<file path="config.mk">
export PLATFORM = sky130hd
export DESIGN_NAME = lst_ram
export DESIGN_NICKNAME = d
export VERILOG_FILES = /design/src/hdl/lst_ram.sv
export SDC_FILE = /design/constraint.sdc
export NUM_CORES = 1
export LEC_CHECK = 0
export ABC_AREA = 0
export BUFFER_PORTS_ARGS = -buffer_cell sky130_fd_sc_hd__buf_2
export CORE_AREA = 2 2 110 112
export DETAILED_ROUTE_END_ITERATION = 16
export DIE_AREA = 0 0 112 114
export SLEW_MARGIN = 15
export SYNTH_ARGS = -nofsm -noshare
export SYNTH_HDL_FRONTEND = slang
export SYNTH_SLANG_ARGS = --single-unit
</file>
<file path="constraint.sdc">
create_clock -name clk -period 2.2 [get_ports clk]
set_clock_uncertainty 0.05 [all_clocks]
set_input_delay 0.44 -clock clk [delete_from_list [all_inputs] [get_ports clk]]
set_output_delay 0.44 -clock clk [all_outputs]
set_load 0.05 [all_outputs]
</file>
<file path="src/hdl/lst_ram.sv">
// Generic simple dual-port RAM with one write port and a registered read port.
`default_nettype none

module lst_ram #(
    parameter int WIDTH = 8,
    parameter int DEPTH = 16,
    localparam int AW = $clog2(DEPTH)
) (
    input  wire logic             clk,
    input  wire logic             we,
    input  wire logic [AW-1:0]    waddr,
    input  wire logic [WIDTH-1:0] wdata,
    input  wire logic [AW-1:0]    raddr,
    output logic      [WIDTH-1:0] rdata
);

    logic [WIDTH-1:0] mem_reg [DEPTH];
    logic [WIDTH-1:0] rdata_reg;

    always_ff @(posedge clk)
    begin
        if (we)
        begin
            mem_reg[waddr] <= wdata;
        end
        rdata_reg <= mem_reg[raddr];
    end

    assign rdata = rdata_reg;

endmodule

`default_nettype wire

</file>
; ---- Yosys cells after proc, flatten, opt, wreduce, memory -nomap -nowiden
; Memory sizes are Yosys's and may differ from the RTL's. A register that Yosys moved wholly into a read port is not among the register bits.
; Index checks and enable logic that the tools add are counted.
[word_totals]
mem_count = 1
ff_bits = 0
wordCells = 3
ram_bits = 128
input_bits = 18
output_inout_bits = 8
[memory_table]
columns = memory, depth, word_bits, read_ports, rd_clocked_by_memory_dff, wr, line
row1 = mem_reg, 16, 8, 1, 1, 1, 17  ; logic [WIDTH-1:0] mem_reg [DEPTH];
[op_classes]
mux = 2
[op_table]
columns = op, count
row1 = $mux 1, 2

; ---- Logic depth before layout (Yosys ltp)
[depth]
ltp_word = 2
ltp_mapped = 5
mapped_depth_nobuf = 3

; ---- Worst setup path before layout
; Ideal clock, no wire load.
[synth_path]
path_type = in2reg
start = in waddr[2]
end = mem mem_reg[0][0] (enable)
setup_time_ps = 383
path_stages = 2
t_required_ps = 1767
arrival_time_ps = 1550
setup_slack_ps = 217
cell_sequence = or3b_2 nor3_1
[synth_lines]
columns = element, line
row1 = from (decl), 11  ; input wire logic [AW-1:0] waddr,
row2 = to (decl), 17
; Straight into the memory's write port.

; ---- Final worst setup path
[layout_path]
start = reg rdata_reg[6] (netlist: rdata[6]) (read register of mem_reg)
end = out rdata[6]
[layout_lines]
columns = element, line
row1 = from (decl), 18  ; logic [WIDTH-1:0] rdata_reg;
row2 = to (decl), 14  ; output logic [WIDTH-1:0] rdata
; No word-level cell between the ends.

==> results.toml <==
[power]
peakVddDrop_mv = 0.476
p_per_area_mw_per_mm2 = 1000
p_leak_nw = 2.12
p_sw_w = 0.00118
power_frac_comb_pct = 5.3
finalPower_w = 0.00618
clkPwrFrac_pct = 47.5
intPower_w = 0.00500
power_frac_seq_pct = 47.2
swShare_pct = 19.1

[global_routing]
antenna_found_initial = 1
grt_overflow = 0
grt_pass1_vias = 2553
grt_pass1_wl_mm = 15.3
track_usage_pct = 17.0
grt_start_max_net_pins = 27

[die]
die_w_um = 112
die_height_um = 114
dieArea_mm2 = 0.0128
num_rows = 40
io-pin-count = 26
initial_core_util_pct = 44.0
core_mm2 = 0.0117

[finish]
stdcell_count = 444
final_nets = 302
n_antenna_cell = 0
design_area_mm2 = 0.00618
fillers = 911
areaGrowthSynthToFinish_pct = 20.0
largest_reg_flops = 128
layout-drive-gt1-share_pct = 31.6

[critical_path]
end_kind = "output port"
worstSetupPathType = "reg -> out"
cp_cell_sequence = "buf_2"
cp_max_fo = 1
worst-path-buf-inv = 1
r2r_slack_ns = 0.80
critPathArrivalTime_ns = 1.07
cp_slowest_cell = "dfxtp_1"
startpoint_type = "flip-flop"
cp_top_family = "flip-flops"
max_stage_delay_ns = 0.38
crit_required_ns = 1.71

[logic_synthesis]
synth.avg_cell_area_um2 = 22.5
yosysSeqAreaShare_pct = 77.8
syn_area_mm2 = 0.00515
yosysUniqueCellTypes = 19
yosysTopAreaCell = "edfxtp_1"
syn_inst = 229
netlist.area_leader.share_pct = 74.7
syn_nets = 247
ys_seq_elements = 136
yosysWarnings = 0
ys_top_cells_by_area = "edfxtp_1 75%, mux4_2 7.9%, mux4_1 7.1%"

[route]
firstDrtPassIters = 4
vias = 2447
drcViolationCount = 0
drtAntennaViolNets = 0
drt-vias-per-instance = 5.51
wl_per_cell_um = 22.4
wl_mm = 9.95
drt_first_iter_violations = 162

[timing]
holdWs_ns = 0.379
setup_viol_count_final = 0
hold_viol = 0
tns_ns = 0
slew_headroom_pct = 74.6
fmax_ghz = 0.640
min_period_over_period_pct = 71.1
slew_viol_final = 0
worst_pin_slew_ns = 0.381
rsz0062_at_grt = "false"
period_minus_slack_ns = 1.56

[clock_network]
clk_pin_slew_ns = 0.05
cts-root-buf = "clkbuf_16"
post_cts_buffers = 0
ctsResizeCount = 0
hold_buffers = 0
cts_tree = "built"
clockBufferDepth = 2
cts_buffers = 17
cts_sinks = 136
clock_latency_ns = 0.40
h-tree-depth = 4

[hold_path]
min_path_type = "in -> reg"

[place]
dpl.cell_count = 412
hpwl_mm = 6.25
port_buffers = 25
place.gp.congestion = 0.709
place_area_mm2 = 0.00555

[status]
status = "complete, no violations"

[run]
maxCapViolations = 0
==> per-layer routing <==
metal  part of all wire [%]  track usage, %  up-vias
met5                   0.13               0        -
met2                     50            27.4       66
met3                    6.0            4.84        8
met1                     43            22.7     1284
li1                       -               -     1087
met4                   0.66            5.61        2
==> power groups by stage <==
| stage | combinational (W) | sequential [W] | clock, W |
|---|---|---|---|
| 3_3_place_gp | 0.000328 | 0.00297 | 0 |
| 2_1_floorplan | 0.000147 | 0.00302 | 0 |
| 4_1_cts | 0.000334 | 0.00292 | 0.00298 |
| 6_report | 0.000327 | 0.00292 | 0.00293 |
| 3_5_place_dp | 0.000333 | 0.00297 | 0 |
| 5_1_grt | 0.000354 | 0.00292 | 0.00311 |
==> cells by family after synthesis <==
| family | Yosys count | share of synthesized area [%] |
|---|---|---|
| buf+inv | 10 | 1.68 |
| flops | 136 | 77.8 |
| mux | 32 | 15.0 |
| compound gates | 16 | 2.33 |
| simple gates | 35 | 3.18 |
==> through the flow <==
stage	util, %	worst slack [ns]
5_1_grt	52.7	0.600
3_5_place_dp	47.4	0.231
2_1_floorplan	-	0.217
3_3_place_gp	47.4	0.245
6_report	52.7	0.637
4_1_cts	52.7	0.599
==> cell type report <==
type | count | area, um^2 | share of cell area, %
Sequential cell | 136 | 4000 | 64.8
Multi-Input combinational cell | 83 | 1060 | 17.1
Clock buffer | 23 | 478 | 7.74
Timing Repair Buffer | 46 | 308 | 4.98
Tap cell | 147 | 184 | 2.98
Clock inverter | 9 | 145 | 2.35
==> path summary, 6_finish.rpt <==
kind	startpoint	to	depth (start not counted)
setup / recovery	rdata[6]	rdata[6]	1
hold / removal	wdata[5]	mem_reg[13][5]	1
setup reg to reg	mem_reg[1][2]	rdata[2]	3
hold reg to reg	mem_reg[15][3]	rdata[3]	3
==> cell usage in the layout, fill, tap and decap left out, drive strengths merged <==
cell type,netlist,layout
and2b,1,1
nand3,1,1
nor3,4,4
nor2,13,13
nand2,9,9
or3b,1,1
clkbuf,0,23
edfxtp,128,128
nor2b,1,1
clkinv,0,5
a22oi,16,16
nand3b,2,2
and2,1,1
bufinv,0,4
buf,7,46
nand2b,2,2
mux4,32,32
dfxtp,8,8
==> cells in the mapped netlist <==
| cell | n |
|---|---|
| mux4_2 | 18 |
| a22oi_1 | 16 |
| dfxtp_1 | 8 |
| nand2_1 | 9 |
| nor3_1 | 4 |
| and2b_1 | 1 |
| clkdlybuf4s25_2 | 3 |
| nor2b_1 | 1 |
| buf_2 | 3 |
| or3b_2 | 1 |
| nand3b_1 | 2 |
| nor2_1 | 13 |
| nand3_1 | 1 |
| mux4_1 | 14 |
| and2_1 | 1 |
| nand2b_1 | 2 |
| buf_4 | 1 |
| buf_6 | 3 |
| edfxtp_1 | 128 |
No activity file was read; power rests on OpenSTA's default activity.
